===== config.mk =====
export PLATFORM = sky130hd
export DESIGN_NAME = adc_scan_averaging_sequencer_unit
export DESIGN_NICKNAME = d
export VERILOG_FILES = /design/src/hw/rtl/asas_pkg.sv /design/src/hw/rtl/asas_divider.sv /design/src/hw/rtl/adc_scan_averaging_sequencer_unit.sv
export SDC_FILE = /design/constraint.sdc
export NUM_CORES = 1
export LEC_CHECK = 0
export ABC_AREA = 1
export BUFFER_PORTS_ARGS = -buffer_cell sky130_fd_sc_hd__buf_4
export CORE_MARGIN = 4
export CORE_UTILIZATION = 40
export CTS_CLUSTER_DIAMETER = 60
export DETAILED_ROUTE_END_ITERATION = 8
export GPL_ROUTABILITY_DRIVEN = 0
export PLACE_DENSITY = 0.62
export REMOVE_ABC_BUFFERS = 1
export SLEW_MARGIN = 15
export SYNTH_ARGS = -nofsm -noshare
export SYNTH_HDL_FRONTEND = slang
export SYNTH_HIERARCHICAL = 1
export SYNTH_SLANG_ARGS = --single-unit

===== constraint.sdc =====
create_clock -name clk -period 2.6 [get_ports clk]
set_clock_uncertainty 0.15 [all_clocks]
set_input_delay 0.65 -clock clk [delete_from_list [all_inputs] [get_ports clk]]
set_output_delay 0.65 -clock clk [all_outputs]
set_load 0.01 [all_outputs]

===== src/hw/rtl/asas_pkg.sv =====
// ----------------------------------------------------------------------------
// ADC scan averaging sequencer package
// Widths shared by the sequencer top level and its serial divider, plus the
// register indexes and the sequencer state type.
// ----------------------------------------------------------------------------
package asas_pkg;

	localparam int SAMPLE_W   = 10;
	localparam int CHAN_W     = 3;
	localparam int CHANNELS   = 8;
	localparam int SUM_W      = 18;
	localparam int CC_W       = 4;
	localparam int AC_W       = 8;
	localparam int RND_W      = 8;
	localparam int CFG_IDX_W  = 1;
	localparam int CFG_DATA_W = 8;
	localparam int DIV_CNT_W  = $clog2(SUM_W + 1);

	localparam logic [SAMPLE_W-1:0] SAMPLE_MAX = {SAMPLE_W{1'b1}};

	localparam logic [CFG_IDX_W-1:0] REG_CHANNEL_COUNT = 1'b0;
	localparam logic [CFG_IDX_W-1:0] REG_AVERAGE_COUNT = 1'b1;

	typedef enum logic [2:0] {
		ST_IDLE,
		ST_READ,
		ST_ADD,
		ST_DIV,
		ST_FIN
	} state_t;

endpackage


===== src/hw/rtl/asas_divider.sv =====
// ----------------------------------------------------------------------------
// Serial restoring divider
// Divides the channel sum by the averaging count, one quotient bit per cycle,
// MSB first, with a narrow remainder register.
// ----------------------------------------------------------------------------
module asas_divider (
	input  logic                          clk,
	input  logic                          arst_n,
	input  logic                          start,
	input  logic [asas_pkg::SUM_W-1:0]    dividend,
	input  logic [asas_pkg::AC_W-1:0]     divisor,
	output logic                          done,
	output logic [asas_pkg::SUM_W-1:0]    quotient
);

	logic [asas_pkg::SUM_W-1:0]     quo_q;
	logic [asas_pkg::AC_W-1:0]      rem_q;
	logic [asas_pkg::DIV_CNT_W-1:0] cnt_q;
	logic                           busy_q;
	logic                           done_q;
	logic [asas_pkg::AC_W:0]        trial;
	logic                           q_bit;

	// The dividend shifts out at the top while quotient bits shift in below.
	assign trial = {rem_q, quo_q[asas_pkg::SUM_W-1]};
	assign q_bit = (trial >= {1'b0, divisor});

	always_ff @(posedge clk or negedge arst_n) begin
		if (!arst_n) begin
			busy_q <= 1'b0;
			done_q <= 1'b0;
			cnt_q  <= '0;
		end else begin
			done_q <= 1'b0;
			if (start) begin
				busy_q <= 1'b1;
				cnt_q  <= asas_pkg::DIV_CNT_W'(asas_pkg::SUM_W);
			end else if (busy_q) begin
				cnt_q <= cnt_q - 1'b1;
				if (cnt_q == asas_pkg::DIV_CNT_W'(1)) begin
					busy_q <= 1'b0;
					done_q <= 1'b1;
				end
			end
		end
	end

	always_ff @(posedge clk) begin
		if (start) begin
			quo_q <= dividend;
			rem_q <= '0;
		end else if (busy_q) begin
			quo_q <= {quo_q[asas_pkg::SUM_W-2:0], q_bit};
			if (q_bit) begin
				rem_q <= asas_pkg::AC_W'(trial - {1'b0, divisor});
			end else begin
				rem_q <= trial[asas_pkg::AC_W-1:0];
			end
		end
	end

	assign done     = done_q;
	assign quotient = quo_q;

endmodule


===== src/hw/rtl/adc_scan_averaging_sequencer_unit.sv =====
// ----------------------------------------------------------------------------
// ADC scan averaging sequencer
// Steps an ADC round-robin over the enabled channels, accumulates each
// channel's samples over a sweep and reports the per-channel average.
// ----------------------------------------------------------------------------
//
// Channel   Handshake                   Payload
// -------   -------------------------   ----------------------------------------
// sample    sample_valid / sample_stall sample
// result    result_valid / result_stall channel, average, average_valid,
//                                       sweep_done, next_channel
// config    cfg_valid / cfg_ready       cfg_index, cfg_data
//
// An item that does not end its channel's sweep passes from accept to result
// through the states READ, ADD and FIN: one memory read, one add and
// write-back, one step to load the output register. An item in the last round
// also runs the serial divider between ADD and FIN, which produces one quotient
// bit per cycle over the 18-bit sum. The next item is accepted once the
// previous one has moved into the output register, even while that result is
// still stalled. Reset clears the scan position, the round counter and the
// output valid and sets the configuration to one channel and one round; the
// accumulator memory is not cleared because round 0 starts each sum from zero.
//
module adc_scan_averaging_sequencer_unit (
	input  logic                               clk,
	input  logic                               arst_n,

	input  logic                               sample_valid,
	output logic                               sample_stall,
	input  logic [asas_pkg::SAMPLE_W-1:0]      sample,

	output logic                               result_valid,
	input  logic                               result_stall,
	output logic [asas_pkg::CHAN_W-1:0]        channel,
	output logic [asas_pkg::SAMPLE_W-1:0]      average,
	output logic                               average_valid,
	output logic                               sweep_done,
	output logic [asas_pkg::CHAN_W-1:0]        next_channel,

	input  logic                               cfg_valid,
	output logic                               cfg_ready,
	input  logic [asas_pkg::CFG_IDX_W-1:0]     cfg_index,
	input  logic [asas_pkg::CFG_DATA_W-1:0]    cfg_data
);

	// Configuration registers.
	logic [asas_pkg::CC_W-1:0]     channel_count_q;
	logic [asas_pkg::AC_W-1:0]     average_count_q;

	// Scan position.
	logic [asas_pkg::CHAN_W-1:0]   cur_chan_q;
	logic [asas_pkg::RND_W-1:0]    round_q;

	// Item being worked on.
	asas_pkg::state_t              state_q, state_d;
	logic [asas_pkg::SAMPLE_W-1:0] sample_q;
	logic [asas_pkg::CHAN_W-1:0]   ch_q;
	logic [asas_pkg::CHAN_W-1:0]   nxt_ch_q;
	logic                          first_q;
	logic                          last_q;
	logic                          done_q;
	logic [asas_pkg::SUM_W-1:0]    rd_q;

	// Accumulator memory, one sum per channel.
	logic [asas_pkg::SUM_W-1:0]    sum_mem_q [asas_pkg::CHANNELS];

	// Output register.
	logic                          res_valid_q;
	logic [asas_pkg::CHAN_W-1:0]   res_chan_q;
	logic [asas_pkg::SAMPLE_W-1:0] res_avg_q;
	logic                          res_avg_valid_q;
	logic                          res_done_q;
	logic [asas_pkg::CHAN_W-1:0]   res_next_q;

	logic                          accept;
	logic [asas_pkg::CC_W-1:0]     eff_chans;
	logic [asas_pkg::AC_W-1:0]     eff_avg;
	logic [asas_pkg::CC_W-1:0]     chan_inc;
	logic                          chan_wrap;
	logic [asas_pkg::RND_W:0]      round_inc;
	logic                          round_wrap;
	logic                          mem_we;
	logic [asas_pkg::SUM_W-1:0]    mem_wdata;
	logic [asas_pkg::SUM_W-1:0]    sum_c;
	logic                          div_start;
	logic                          div_done;
	logic [asas_pkg::SUM_W-1:0]    div_quo;
	logic [asas_pkg::SAMPLE_W-1:0] avg_c;
	logic                          out_load;

	assign cfg_ready    = 1'b1;
	assign sample_stall = (state_q != asas_pkg::ST_IDLE);
	assign accept       = sample_valid && !sample_stall;

	// A zero count acts as one; more channels than exist are clipped.
	always_comb begin
		if (channel_count_q == '0) begin
			eff_chans = asas_pkg::CC_W'(1);
		end else if (channel_count_q > asas_pkg::CC_W'(asas_pkg::CHANNELS)) begin
			eff_chans = asas_pkg::CC_W'(asas_pkg::CHANNELS);
		end else begin
			eff_chans = channel_count_q;
		end
		eff_avg = (average_count_q == '0) ? asas_pkg::AC_W'(1) : average_count_q;
	end

	// Scan stepping, decided at accept time. A channel at or past the count
	// (the count was lowered mid-sweep) still ends the round.
	assign chan_inc   = {1'b0, cur_chan_q} + 1'b1;
	assign chan_wrap  = (chan_inc >= eff_chans);
	assign round_inc  = {1'b0, round_q} + 1'b1;
	assign round_wrap = (round_inc >= {1'b0, eff_avg});

	always_ff @(posedge clk or negedge arst_n) begin
		if (!arst_n) begin
			channel_count_q <= asas_pkg::CC_W'(1);
			average_count_q <= asas_pkg::AC_W'(1);
		end else if (cfg_valid && cfg_ready) begin
			unique case (cfg_index)
				asas_pkg::REG_CHANNEL_COUNT: begin
					channel_count_q <= cfg_data[asas_pkg::CC_W-1:0];
				end
				asas_pkg::REG_AVERAGE_COUNT: begin
					average_count_q <= cfg_data;
				end
				default: begin
				end
			endcase
		end
	end

	always_ff @(posedge clk or negedge arst_n) begin
		if (!arst_n) begin
			cur_chan_q <= '0;
			round_q    <= '0;
		end else if (accept) begin
			if (chan_wrap) begin
				cur_chan_q <= '0;
				round_q    <= round_wrap ? '0 : round_inc[asas_pkg::RND_W-1:0];
			end else begin
				cur_chan_q <= chan_inc[asas_pkg::CHAN_W-1:0];
			end
		end
	end

	// Per-item context. The user must not change the configuration while an item is in
	// flight; the block does not enforce this. The divisor is read live, not here.
	always_ff @(posedge clk) begin
		if (accept) begin
			sample_q <= sample;
			ch_q     <= cur_chan_q;
			nxt_ch_q <= chan_wrap ? '0 : chan_inc[asas_pkg::CHAN_W-1:0];
			first_q  <= (round_q == '0);
			last_q   <= (round_q == eff_avg - 1'b1);
			done_q   <= chan_wrap && round_wrap;
		end
	end

	always_ff @(posedge clk) begin
		if (mem_we) begin
			sum_mem_q[ch_q] <= mem_wdata;
		end
		rd_q <= sum_mem_q[ch_q];
	end

	// The first round starts the sum from zero instead of the stored entry.
	assign sum_c = (first_q ? '0 : rd_q) + asas_pkg::SUM_W'(sample_q);

	asas_divider u_divider (
		.clk      (clk),
		.arst_n   (arst_n),
		.start    (div_start),
		.dividend (sum_c),
		.divisor  (eff_avg),
		.done     (div_done),
		.quotient (div_quo)
	);

	// Averages saturate at full scale.
	assign avg_c = (div_quo[asas_pkg::SUM_W-1:asas_pkg::SAMPLE_W] != '0) ?
		asas_pkg::SAMPLE_MAX : div_quo[asas_pkg::SAMPLE_W-1:0];

	always_ff @(posedge clk or negedge arst_n) begin
		if (!arst_n) begin
			state_q <= asas_pkg::ST_IDLE;
		end else begin
			state_q <= state_d;
		end
	end

	always_comb begin
		state_d   = state_q;
		mem_we    = 1'b0;
		mem_wdata = sum_c;
		div_start = 1'b0;
		out_load  = 1'b0;
		unique case (state_q)
			asas_pkg::ST_IDLE: begin
				if (sample_valid) begin
					state_d = asas_pkg::ST_READ;
				end
			end
			asas_pkg::ST_READ: begin
				state_d = asas_pkg::ST_ADD;
			end
			asas_pkg::ST_ADD: begin
				if (last_q) begin
					div_start = 1'b1;
					state_d   = asas_pkg::ST_DIV;
				end else begin
					mem_we  = 1'b1;
					state_d = asas_pkg::ST_FIN;
				end
			end
			asas_pkg::ST_DIV: begin
				if (div_done) begin
					state_d = asas_pkg::ST_FIN;
				end
			end
			asas_pkg::ST_FIN: begin
				// The finished sweep leaves the average in the entry.
				if (!res_valid_q || !result_stall) begin
					out_load  = 1'b1;
					mem_we    = last_q;
					mem_wdata = asas_pkg::SUM_W'(avg_c);
					state_d   = asas_pkg::ST_IDLE;
				end
			end
			default: begin
				state_d = asas_pkg::ST_IDLE;
			end
		endcase
	end

	always_ff @(posedge clk or negedge arst_n) begin
		if (!arst_n) begin
			res_valid_q <= 1'b0;
		end else if (out_load) begin
			res_valid_q <= 1'b1;
		end else if (!result_stall) begin
			res_valid_q <= 1'b0;
		end
	end

	always_ff @(posedge clk) begin
		if (out_load) begin
			res_chan_q      <= ch_q;
			res_avg_q       <= last_q ? avg_c : '0;
			res_avg_valid_q <= last_q;
			res_done_q      <= done_q;
			res_next_q      <= nxt_ch_q;
		end
	end

	assign result_valid  = res_valid_q;
	assign channel       = res_chan_q;
	assign average       = res_avg_q;
	assign average_valid = res_avg_valid_q;
	assign sweep_done    = res_done_q;
	assign next_channel  = res_next_q;

`ifndef NO_ASSERTIONS
	// A new result only ever comes from the finishing step.
	assert property (@(posedge clk) disable iff (!arst_n)
		out_load |-> $past(state_q == asas_pkg::ST_FIN || state_q == asas_pkg::ST_DIV ||
			state_q == asas_pkg::ST_ADD))
		else $error("result loaded outside the finishing step");

	// The divider reports completion only while the sequencer waits for it.
	assert property (@(posedge clk) disable iff (!arst_n)
		div_done |-> (state_q == asas_pkg::ST_DIV))
		else $error("divider finished outside the divide step");

	// A result without a completed average carries a zero average.
	assert property (@(posedge clk) disable iff (!arst_n)
		(result_valid && !average_valid) |-> (average == '0))
		else $error("average set on a result without a completed average");

	// An item is taken only when the sequencer is idle, and it starts the memory read.
	assert property (@(posedge clk) disable iff (!arst_n)
		accept |=> (state_q == asas_pkg::ST_READ))
		else $error("accepted item did not start the memory read");
`endif

endmodule


==> results.txt, run 1 <==
----------------------------------------------------
[Run status]
  Run status ... complete, no violations

[Layout]
  Count of non-filler cells in the finished layout ... 1714
  Share of cells above drive strength 1 ... 0.183
  Layout area overhead ... 19.8%
  Most frequent cells in the layout ... nand2_1 (285), edfxtp_1 (199), inv_1 (150), buf_4 (101), nor2_1 (99)
  Diode insertion count for antenna repair ... 0
  Net count, final ... 1363
  Post-route design area ... 14500 µm²
  Util after Layout ... 0.487
  Leading cell type in the layout, fill and taps excluded ... nand2_1

[Synthesis]
  Cells after Synth ... 1192
  Total standard cell area after synthesis ... 12100 µm²
  Prevailing post-synth register cell ... edfxtp_1
  Post-synth EDFFs ... 199
  Largest area contributor in the synthesized netlist ... edfxtp_1
  Post-synth top area share ... 0.495
  Syn Area/Cell ... 10.1 µm²
  Flip-flop and latch count after synthesis ... 259
  Share of the yosys chip area belonging to registers ... 0.609
  Share of flip-flops with an asynchronous set or reset ... 0.131
  Biggest area contributors in the synthesized netlist ... edfxtp_1 (49%), nand2_1 (9.3%), dfrtp_1 (6.6%), inv_1 (4.8%), dfxtp_1 (4.3%)
  Synthesis Warnings ... 6
  Distinct cells, synth ... 50

[Route]
  Vias per cell ... 5.02
  Detailed-route DRC error count ... 0
  Post-DRT Antenna Nets ... 0
  Routed wire per std cell ... 17.2 µm
  Initial detailed-routing violation count ... 663
  Number of optimization iterations in the first detailed-route pass ... 5
  Routed vias ... 8601
  Sum of routed wire length over all layers ... 29.5 mm

[Timing]
  Transition at the pin with the smallest max-transition slack ... 1.08 ns
  Highest attainable clock frequency ... 0.396 GHz
  Final period utilization ... 0.972
  Max-slew violation total from the final report ... 0
  Unrepaired setup endpoints after global routing ... yes
  Total count of hold-check failures in the final report ... 0
  Post-layout minimum cycle time ... 2.53 ns
  Remaining max-slew budget at the tightest pin ... 0.270
  Final-report setup violation count ... 0
  Hold slack ... 0.109 ns
  Setup WS post-layout ... 0.0738 ns

[Clocking]
  CTS root buf ... clkbuf_16
  Level count of the clock H-tree ... 1
  Number of clock sinks seen by CTS ... 259
  Clock input transition at the sequential cells of the worst setup and hold paths ... 0.06 ns
  Clock latency at the later pin of the worst-skew pair ... 0.56 ns
  Inserted Clock Buffers ... 30
  TritonCTS clock tree ... yes
  Number of buffers on the longest clock path ... 3

[Pwr]
  Largest voltage drop on the vdd net ... 0.576 mV
  Static leakage ... 6.24 nW
  Combinational group share of total power ... 0.360
  Sequential fraction of design power ... 0.397
  Internal power component ... 0.0104 W
  Switching power total ... 0.00590 W
  Sw frac ... 0.362
  Clock power share ... 0.242
  Power Density ... 1130 nW/µm²

[Worst setup path]
  Data arrival time of the critical path ... 2.67 ns
  Max Fanout on Critical Path ... 13
  CP required ... 2.74 ns
  Worst r2r path cells ... 13
  Startpoint types ... flop
  Kind of end point of the critical path ... flop
  Register-to-register setup slack ... 0.07 ns
  Type of the worst setup path ... reg -> reg

[Hold path]
  Hold depth ... 1
  Hold/Removal Path Class ... in -> reg

[Floorplanning]
  Num ports ... 45
  Chip height ... 182 µm
  Width of the chip ... 182 µm
  Floorplan die area ... 33000 µm²
  Effective utilization at floorplan ... 0.406
  Site row count ... 63
  Std-Cell Core Area ... 29700 µm²

[GRT]
  Global-route congestion overflow total ... 0
  Vias in the first global route ... 8604
  Antenna violations before repair ... 0
  Combined global-route utilization of all metal layers ... 0.176
  Largest net degree at the start of global routing ... 35
  Wire length of the first global-routing pass ... 46.5 mm

[Job]
  Count of max-cap constraint violations ... 0

[Placement]
  Post-placement worst setup slack ... -0.0725 ns
  Standard cell area after detailed placement ... 13300 µm²
  Dpl hpwl ... 20.3 mm
  I/O Buffers ... 43
  Number of cells in the design after placement ... 1653

----------------------------------------------------
kinds of logic (layout without fill, tap and decap cells):
group           count (synthesis)  count (layout)  share of synthesized area
buf+inv                       199             330                     0.0659
flops                         259             259                      0.609
xor+xnor                       20              20                     0.0145
simple gates                  549             550                      0.202
compound gates                125             125                     0.0667
fa+ha+maj                      39              39                     0.0416
other cells                     1               1                   0.000310
metal layers:
| metal | track usage | vias up | wire length (µm) |
|---|---|---|---|
| met2 | 0.292 | 233 | 14100 |
| li1 | - | 4226 | - |
| met5 | 0 | - | 0 |
| met1 | 0.244 | 4103 | 13100 |
| met4 | 0.0471 | 0 | 612 |
| met3 | 0.0248 | 39 | 1710 |
synthesized netlist by cell type (10+ instances only):
cell,instances
nor2_1,117
a22oi_1,18
a221oi_1,23
xor2_1,14
nand3b_1,10
edfxtp_1,199
o21ai_0,41
a21oi_1,26
buf_2,10
inv_1,153
nand3_1,52
clkbuf_1,13
nand4_1,31
dfrtp_1,32
dfxtp_1,26
nand2_1,298
inv_2,13
ha_1,37
cell type report:
| class | count | area, µm² |
|---|---|---|
| well taps | 390 | 488 |
| multi-input cells | 735 | 4190 |
| flip-flops and latches | 259 | 7350 |
| clock inverters | 9 | 110 |
| inverters | 167 | 627 |
| fillers | 2669 | 15200 |
| repair buffers | 107 | 868 |
| clock buffers | 47 | 835 |
per-stage QoR:
step	TNS, ns	power, W
global placement	-0.129	0.0120
floorplan	-120.88	0.00993
global route	-0.935	0.0174
finish	0	0.0163
detailed placement	-0.796	0.0121
CTS	0	0.0162
worst max-delay path, cell delays in order (launching register included):
cell,delay [ns]
edfxtp_1,0.43
buf_12,0.18
nor2_2,0.11
ha_1,0.28
buf_4,0.16
buf_4,0.14
nand2_2,0.08
o21ai_4,0.07
nand2_1,0.09
nand2_2,0.09
xor2_2,0.16
nand2_1,0.05
o21ai_0,0.10
buf_4,0.19
power by group through the flow:
stage / Sequential [W] / Combinational [W] / Clock (W)
6_report: 0.00649 / 0.00588 / 0.00395
4_1_cts: 0.00648 / 0.00563 / 0.00406
5_1_grt: 0.00657 / 0.00660 / 0.00421
3_3_place_gp: 0.00653 / 0.00550 / 0
3_5_place_dp: 0.00654 / 0.00557 / 0
2_1_floorplan: 0.00645 / 0.00348 / 0
state kept, by name (all words and copies together), names as in the netlist, 3 cells and up:
| register | count |
|---|---|
| average | 10 |
| average_count_q | 8 |
| ch_q | 3 |
| channel | 3 |
| channel_count_q | 4 |
| cur_chan_q | 3 |
| next_channel | 3 |
| nxt_ch_q | 3 |
| rd_q | 18 |
| round_q | 8 |
| sample_q | 10 |
| state_q | 3 |
| sum_mem_q | 144 |
| u_divider/cnt_q | 5 |
| u_divider/quotient | 18 |
| u_divider/rem_q | 8 |
worst paths after layout:
path / endpoint / startpoint
worst max-delay path: sum_mem_q[6][8]$_DFFE_PP_ / first_q$_DFFE_PP_
max in group asynchronous: channel_count_q[0]$_DFFE_PN1P_ / arst_n
worst min-delay path: sample_q[2]$_DFFE_PP_ / sample[2]
min in group asynchronous: cur_chan_q[0]$_DFFE_PN0P_ / arst_n
worst min register to register: next_channel[2]$_DFFE_PP_ / nxt_ch_q[2]$_DFFE_PP_
worst max register to register: sum_mem_q[6][8]$_DFFE_PP_ / first_q$_DFFE_PP_
repair_timing:
| item | 4_1_cts | 5_1_grt |
|---|---|---|
| pin swaps | 1 | 10 |
| resized for setup | 6 | 50 |
| setup buffers | 0 | 3 |
| endpoints found under the hold margin | 32 | 0 |
| setup endpoints to repair | 27 | 139 |
| gates cloned | 1 | 0 |
| hold buffers | 1 | 0 |
Power figures use the tool's default switching activity.
==> inputs of run 2 (changes only) <==
- ABC_AREA: 1 -> 0
==> run 2 against run 1 <==
The flow now finishes with violations (negative setup slack). Power grew 7.0%. Combinational power grew 17%. Register-to-register slack lost 0.21 ns. Non-clock buffer count grew 81. Sequential share of layout area shrank 2.7 points. Via count shrank 5.1%. Wire length shrank 1.1%. Critical path type unchanged. Highest routed layer is now met5.
==> results.txt, run 2 <==
----------------------------------------------------
[GRT]
  Vias in the first global route ... 8078 (-6.1%)
  Global-route congestion overflow total ... 0 (unchanged)
  Antenna violations before repair ... 1 (+1)
  Largest net degree at the start of global routing ... 35 (unchanged)
  Wire length of the first global-routing pass ... 45.3 mm (-2.7%)
  Combined global-route utilization of all metal layers ... 0.173 (-0.00332)

[Synthesis]
  Cells after Synth ... 938 (-21%)
  Share of the yosys chip area belonging to registers ... 0.609 (+0.000821)
  Commonest cells in the netlist ... edfxtp_1 (199), nand2_1 (76), nor2_1 (51)
  Share of flip-flops with an asynchronous set or reset ... 0.131 (unchanged)
  Mux cell area share after synthesis ... 0.0795 (+0.0795)
  Synthesis Warnings ... 6 (unchanged)
  Largest area contributor in the synthesized netlist ... edfxtp_1
  Biggest area contributors in the synthesized netlist ... edfxtp_1 (50%), dfrtp_1 (6.6%), mux2_2 (4.7%), dfxtp_1 (4.3%), ha_1 (3.8%)
  Syn Area/Cell ... 12.9 µm² (+27%)
  Simple-gate portion of the synthesized area ... 0.105 (-0.0971)
  Share of synthesized cell area in full adder, half adder and majority cells ... 0.0417 (+0.0000562)
  Count leader, synth ... edfxtp_1
  Total standard cell area after synthesis ... 12100 µm² (-0.13%)
  Combinational family with the most area after synthesis ... compound AO/OA/AOI/OAI gates
  Post-synth EDFFs ... 199 (unchanged)
  Compound-cell area share of the yosys netlist ... 0.113 (+0.0460)
  Prevailing post-synth register cell ... edfxtp_1
  Share of the synthesized netlist area taken by xor and xnor gates ... 0.0211 (+0.00655)
  Flip-flop and latch count after synthesis ... 259 (unchanged)
  Distinct cells, synth ... 79 (+58%)
  Post-synth top area share ... 0.495 (+0.000667)

[Timing]
  Total count of hold-check failures in the final report ... 0 (unchanged)
  Hold slack ... 0.126 ns (+0.0172 ns)
  Transition at the pin with the smallest max-transition slack ... 0.744 ns (-0.339 ns)
  Remaining max-slew budget at the tightest pin ... 0.504 (+0.234)
  Final period utilization ... 1.05 (+0.0820)
  Max-slew violation total from the final report ... 0 (unchanged)
  Post-layout minimum cycle time ... 2.74 ns (+0.213 ns)
  Setup WS post-layout ... -0.139 ns (-0.213 ns)
  Unrepaired setup endpoints after global routing ... yes
  Highest attainable clock frequency ... 0.365 GHz (-7.8%)
  Final-report setup violation count ... 48 (+48)

[Layout]
  Most frequent cells in the layout ... edfxtp_1 (199), buf_4 (167), nand2_1 (75), nor2_1 (45), mux2_2 (44)
  Diode insertion count for antenna repair ... 0 (unchanged)
  Share of cells above drive strength 1 ... 0.328 (+0.145)
  Largest register by flop count ... sum_mem_q
  Leading cell type in the layout, fill and taps excluded ... edfxtp_1
  Net count, final ... 1170 (-14%)
  Util after Layout ... 0.514 (+0.0274)
  Layout area overhead ... 26.7%
  Max reg flops ... 144 (unchanged)

[Route]
  Sum of routed wire length over all layers ... 29.2 mm (-1.1%)
  Routed wire per std cell ... 19.2 µm (+12%)
  Initial detailed-routing violation count ... 591 (-11%)
  Routed vias ... 8161 (-5.1%)
  Post-DRT Antenna Nets ... 0 (unchanged)
  Vias per cell ... 5.37 (+7.1%)
  Number of optimization iterations in the first detailed-route pass ... 5 (unchanged)
  Detailed-route DRC error count ... 0 (unchanged)

[Clocking]
  TritonCTS clock tree ... yes
  Inserted Clock Buffers ... 28 (-6.7%)
  Clock latency at the later pin of the worst-skew pair ... 0.56 ns (about the same)
  Number of clock sinks seen by CTS ... 259 (unchanged)
  Number of buffers on the longest clock path ... 3 (unchanged)
  Clock input transition at the sequential cells of the worst setup and hold paths ... 0.06 ns (about the same)
  Level count of the clock H-tree ... 1 (unchanged)
  CTS root buf ... clkbuf_16

[Worst setup path]
  Register-to-register setup slack ... -0.14 ns (-0.21 ns)
  CP required ... 2.76 ns (+0.02 ns)
  Startpoint of the worst register-to-register path ... first_q$_DFFE_PP_
  Kind of end point of the critical path ... flop
  Max Fanout on Critical Path ... 3 (-10)
  Cell repeated most along the worst path ... mux2_4
  Cells traversed along the worst timing path ... nor2b_1, ha_2, inv_2, fa_2, nand2b_4, a21oi_4, o21ai_4, a21oi_2, mux2_4, mux2_4
  Worst r2r path cells ... 10 (-3)
  R2R Path End ... u_divider/quotient[12]$_DFFE_PP_
  Startpoint types ... flop
  Data arrival time of the critical path ... 2.90 ns (+0.23 ns)
  Slowest cell on the critical path ... edfxtp_1
  Type of the worst setup path ... reg -> reg
  Stage delay of the slowest cell on the critical path ... 0.41 ns (-0.02 ns)

[Placement]
  I/O Buffers ... 43 (unchanged)
  Post-placement worst setup slack ... -0.283 ns (-0.211 ns)
  Dpl hpwl ... 19.8 mm (-2.3%)

[Floorplanning]
  Num ports ... 45 (unchanged)
  Std-Cell Core Area ... 29700 µm² (unchanged)
  Site row count ... 63 (unchanged)
  Chip height ... 182 µm (about the same)
  Width of the chip ... 182 µm (about the same)
  Effective utilization at floorplan ... 0.406 (-0.000547)
  Floorplan die area ... 33000 µm² (-0.13%)

[Hold path]
  Hold EP ... sample_q[8]$_DFFE_PP_
  Hold/Removal Path Class ... in -> reg
  Hold depth ... 1 (unchanged)
  Hold_sp ... sample[8]

[Pwr]
  Power Density ... 1140 nW/µm² (+1.3%)
  Static leakage ... 5.90 nW (-5.3%)
  Largest voltage drop on the vdd net ... 0.851 mV (+48%)

[Run status]
  Run status ... finished with violations
  Violations in the final reports ... negative setup slack

[Job]
  Count of max-cap constraint violations ... 0 (unchanged)

----------------------------------------------------
## run 2: cell type report
type / instances / area [µm²]
fillers: 2572 / 14400
flip-flops and latches: 259 / 7350
multi-input cells: 591 / 4740
repair buffers: 188 / 1600
clock buffers: 32 / 716
well taps: 390 / 488
clock inverters: 20 / 235
inverters: 39 / 146
## run 2: worst max-delay path by stage
stage	depth (start not counted)	startpoint	to	slack [ns]
2_1_floorplan	3	last_q$_DFFE_PP_	u_divider/quotient[0]$_DFFE_PP_	-2.78
3_3_place_gp	8	first_q$_DFFE_PP_	sum_mem_q[7][9]$_DFFE_PP_	-0.23
3_5_place_dp	8	first_q$_DFFE_PP_	sum_mem_q[6][9]$_DFFE_PP_	-0.28
4_1_cts	9	first_q$_DFFE_PP_	u_divider/quotient[11]$_DFFE_PP_	-0.11
5_1_grt	10	first_q$_DFFE_PP_	u_divider/quotient[12]$_DFFE_PP_	-0.22
6_report	10	first_q$_DFFE_PP_	u_divider/quotient[12]$_DFFE_PP_	-0.14
## run 2: power breakdown
part	total [W]	leakage, nW	switching (W)	internal [W]
Clock	0.00404	0.459	0.00165	0.00239
Sequential	0.00653	2.47	0.000550	0.00598
Combinational	0.00689	2.98	0.00372	0.00317
## run 2: what timing repair did
| item | CTS | global route |
|---|---|---|
| gates resized for setup | 33 | 55 |
| setup buffers | 7 | 6 |
| hold endpoints to repair | 32 | 0 |
| endpoints found under the setup margin | 98 | 130 |
| hold buffers | 1 | 0 |
| pin swaps | 14 | 29 |
## run 2: logic make-up after synthesis
logic type,count (synthesis)
multiplexers,78
AO/OA/AOI/OAI,191
XOR/XNOR,29
flip-flops,259
buffers and inverters,88
adder cells (fa/ha/maj),39
other,1
AND/OR/NAND/NOR,253
## run 2: metal layers
layer / GRT usage / vias to the layer above / wire, µm
met4: 0.0438 / 2 / 713
met1: 0.244 / 4094 / 13400
met5: 0 / - / 13
met2: 0.282 / 167 / 14000
li1: - / 3858 / -
met3: 0.0250 / 40 / 1110
## run 2: per-stage QoR
stage	cell area [µm²]	std cells	TNS, ns	power [W]
after global placement	13900	1455	-7.09	0.0128
final	15300	1519	-2.48	0.0175
after CTS	15000	1515	-2.43	0.0172
after floorplan	11800	889	-175.11	0.0102
after detailed placement	13900	1455	-9.33	0.0129
after global routing	15300	1519	-9.63	0.0185
## run 2: worst max-delay path: cells and delay by family (launching register included)
kind                       cells  cell delay (ns)
adders and majority gates      2             0.57
and+or+nand+nor                2             0.32
buffers and inverters          1             0.04
AOI/OAI and AO/OA              3             0.45
muxes                          2             0.57
DFF                            1             0.41
==> inputs of run 3 (changes only) <==
--- a/config.mk
+++ b/config.mk
@@ -10,4 +10,5 @@
 export CORE_MARGIN = 4
 export CORE_UTILIZATION = 40
+export CTS_BUF_LIST = sky130_fd_sc_hd__clkbuf_8
 export CTS_CLUSTER_DIAMETER = 60
 export DETAILED_ROUTE_END_ITERATION = 8
--- a/constraint.sdc
+++ b/constraint.sdc
@@ -3,3 +3,3 @@
 set_input_delay 0.65 -clock clk [delete_from_list [all_inputs] [get_ports clk]]
 set_output_delay 0.65 -clock clk [all_outputs]
-set_load 0.01 [all_outputs]
+set_load 0.1 [all_outputs]
==> run 3 against run 2 <==
The run still ends with negative setup slack left. First-iteration DRC count shrank 3.0%. Power shrank 2.3%. Clock power down 18%. Clock-buffer cell count is 15 higher. Flip-flop and latch count unchanged. Maximum frequency is 1.4% lower. Critical path depth unchanged. Global-route usage rose by 0.27 points. Combinational power up 4.4%. Hold slack lost 0.0079 ns. Utilization is 0.61 points lower. Critical path type unchanged.
==> results.txt, run 3 (synthesis results as in run 2) <==
----------------------------------------------------
[Run status]
  Run status ... finished with violations
  Violations in the final reports ... negative setup slack

[Floorplanning]
  Std-Cell Core Area ... 29700 µm² (unchanged)
  Site row count ... 63 (unchanged)
  Width of the chip ... 182 µm (unchanged)
  Floorplan die area ... 33000 µm² (unchanged)
  Chip height ... 182 µm (unchanged)
  Effective utilization at floorplan ... 0.406 (unchanged)
  Num ports ... 45 (unchanged)

[Timing]
  Final period utilization ... 1.07 (+0.0148)
  Remaining max-slew budget at the tightest pin ... 0.503 (-0.000620)
  Max-slew violation total from the final report ... 0 (unchanged)
  Unrepaired setup endpoints after global routing ... yes
  Transition at the pin with the smallest max-transition slack ... 0.745 ns (+0.000930 ns)
  Setup WS post-layout ... -0.178 ns (-0.0385 ns)
  Total negative slack ... -4.80 ns (-2.32 ns)
  Highest attainable clock frequency ... 0.360 GHz (-1.4%)
  Final-report setup violation count ... 64 (+33%)
  Post-layout minimum cycle time ... 2.78 ns (+0.0385 ns)
  Total count of hold-check failures in the final report ... 0 (unchanged)

[Placement]
  Post-placement worst setup slack ... -0.283 ns (unchanged)
  Dpl hpwl ... 19.8 mm (unchanged)
  Number of cells in the design after placement ... 1455 (unchanged)
  I/O Buffers ... 43 (unchanged)

[GRT]
  Largest net degree at the start of global routing ... 35 (unchanged)
  Met3 Track Usage GR ... 0.0325 (+0.00741)
  Antenna violations before repair ... 1 (unchanged)
  GRT met2 Usage ... 0.287 (+0.00521)
  Global-route congestion overflow total ... 0 (unchanged)
  Global routing's busiest layer ... met2
  Vias in the first global route ... 8208 (+1.6%)
  Combined global-route utilization of all metal layers ... 0.175 (+0.00274)
  Wire length of the first global-routing pass ... 45.7 mm (+0.85%)
  Met1 Use GR ... 0.243 (-0.00111)

[Layout]
  Combined flip-flop and latch cell area ... 7350 µm² (about the same)
  Largest register by flop count ... sum_mem_q
  Multi-input combinational cell area ... 4690 µm² (-1.0%)
  Max reg flops ... 144 (unchanged)
  Layout area overhead ... 25.2%
  Share of cells above drive strength 1 ... 0.330 (+0.00186)
  Final-layout fill cell count ... 2602 (+1.2%)
  Leading cell type in the layout, fill and taps excluded ... edfxtp_1
  Net count, final ... 1185 (+1.3%)
  Count of non-filler cells in the finished layout ... 1546 (+1.8%)
  Most frequent cells in the layout ... edfxtp_1 (199), buf_4 (166), nand2_1 (75), inv_1 (49)
  Diode insertion count for antenna repair ... 0 (unchanged)

[Route]
  Routed wire per std cell ... 19.1 µm (-0.88%)
  Vias per cell ... 5.34 (-0.63%)
  Number of optimization iterations in the first detailed-route pass ... 5 (unchanged)
  Sum of routed wire length over all layers ... 29.5 mm (+0.88%)
  Routed vias ... 8254 (+1.1%)
  Post-DRT Antenna Nets ... 0 (unchanged)
  Detailed-route DRC error count ... 0 (unchanged)
  Initial detailed-routing violation count ... 573 (-3.0%)

[Clocking]
  CTS root buf ... clkbuf_8
  Clock input transition at the sequential cells of the worst setup and hold paths ... 0.06 ns (about the same)
  Number of buffers on the longest clock path ... 3 (unchanged)
  Level count of the clock H-tree ... 2 (+1)
  Number of clock sinks seen by CTS ... 259 (unchanged)
  TritonCTS clock tree ... yes
  Clock latency at the later pin of the worst-skew pair ... 0.56 ns (about the same)
  Inserted Clock Buffers ... 43 (+54%)

[Worst setup path]
  Type of the worst setup path ... reg -> reg
  Startpoint types ... flop
  Kind of end point of the critical path ... flop
  Max Fanout on Critical Path ... 9 (+6)
  Data arrival time of the critical path ... 2.94 ns (+0.04 ns)
  CP required ... 2.76 ns (about the same)

[Pwr]
  Power Density ... 1130 nW/µm² (-1.2%)
  Total power draw ... 0.0171 W (-2.3%)
  Largest voltage drop on the vdd net ... 0.532 mV (-37%)
  Static leakage ... 5.90 nW (about the same)

[Hold path]
  Hold/Removal Path Class ... in -> reg

[Job]
  Count of max-cap constraint violations ... 0 (unchanged)

----------------------------------------------------
## run 3: metrics by stage
step           hold WS (ns)  cell area [µm²]   util
2_1_floorplan         0.204            11800      -
3_3_place_gp          0.262            13900  0.466
3_5_place_dp          0.257            13900  0.466
4_1_cts              0.0920            14800  0.500
5_1_grt              0.0927            15100  0.508
6_report              0.118            15100  0.508
## run 3: path summary, 6_finish.rpt
path / slack [ns] / cells after the start / startpoint / endpoint
hold reg to reg: 0.30 / 0 / done_q$_DFFE_PP_ / sweep_done$_DFFE_PP_
setup reg to reg: -0.18 / 10 / first_q$_DFFE_PP_ / u_divider/quotient[15]$_DFFE_PP_
min in group asynchronous: 0.44 / 2 / arst_n / u_divider/done$_DFF_PN0_
hold / removal: 0.12 / 1 / sample[7] / sample_q[7]$_DFFE_PP_
max in group asynchronous: 1.51 / 2 / arst_n / round_q[1]$_DFFE_PN0P_
setup / recovery: -0.18 / 10 / first_q$_DFFE_PP_ / u_divider/quotient[15]$_DFFE_PP_
## run 3: what timing repair did
item,4_1_cts,5_1_grt
buffers inserted,7,6
gates resized for setup,32,51
endpoints found under the hold margin,32,0
setup endpoints to repair,99,138
hold buffers,1,0
pin swaps,13,27
## run 3: power breakdown
| part | total, W | switching (W) | internal, W |
|---|---|---|---|
| clock | 0.00333 | 0.00164 | 0.00169 |
| combinational | 0.00719 | 0.00405 | 0.00314 |
| sequential | 0.00654 | 0.000557 | 0.00598 |
## run 3: cell type report
cell class / count / area share
flip-flops and latches: 259 / 0.487
multi-input cells: 591 / 0.311
repair buffers: 188 / 0.106
clock buffers: 47 / 0.0428
well taps: 390 / 0.0323
clock inverters: 32 / 0.0109
inverters: 39 / 0.00970
## run 3: worst max-delay path, cell delays in order (launching register included)
cell	delay, ns
edfxtp_1	0.41
buf_6	0.17
nor2b_1	0.14
ha_1	0.28
a21o_1	0.19
and3_4	0.19
a211oi_4	0.22
buf_6	0.17
a21boi_2	0.07
mux2_4	0.29
mux2_2	0.26
## run 3: routing by layer
layer  wire length (µm)  share of wire
met1              13300           0.45
met2              14200           0.48
met3               1480          0.050
met4                541          0.018
met5                 12        0.00041
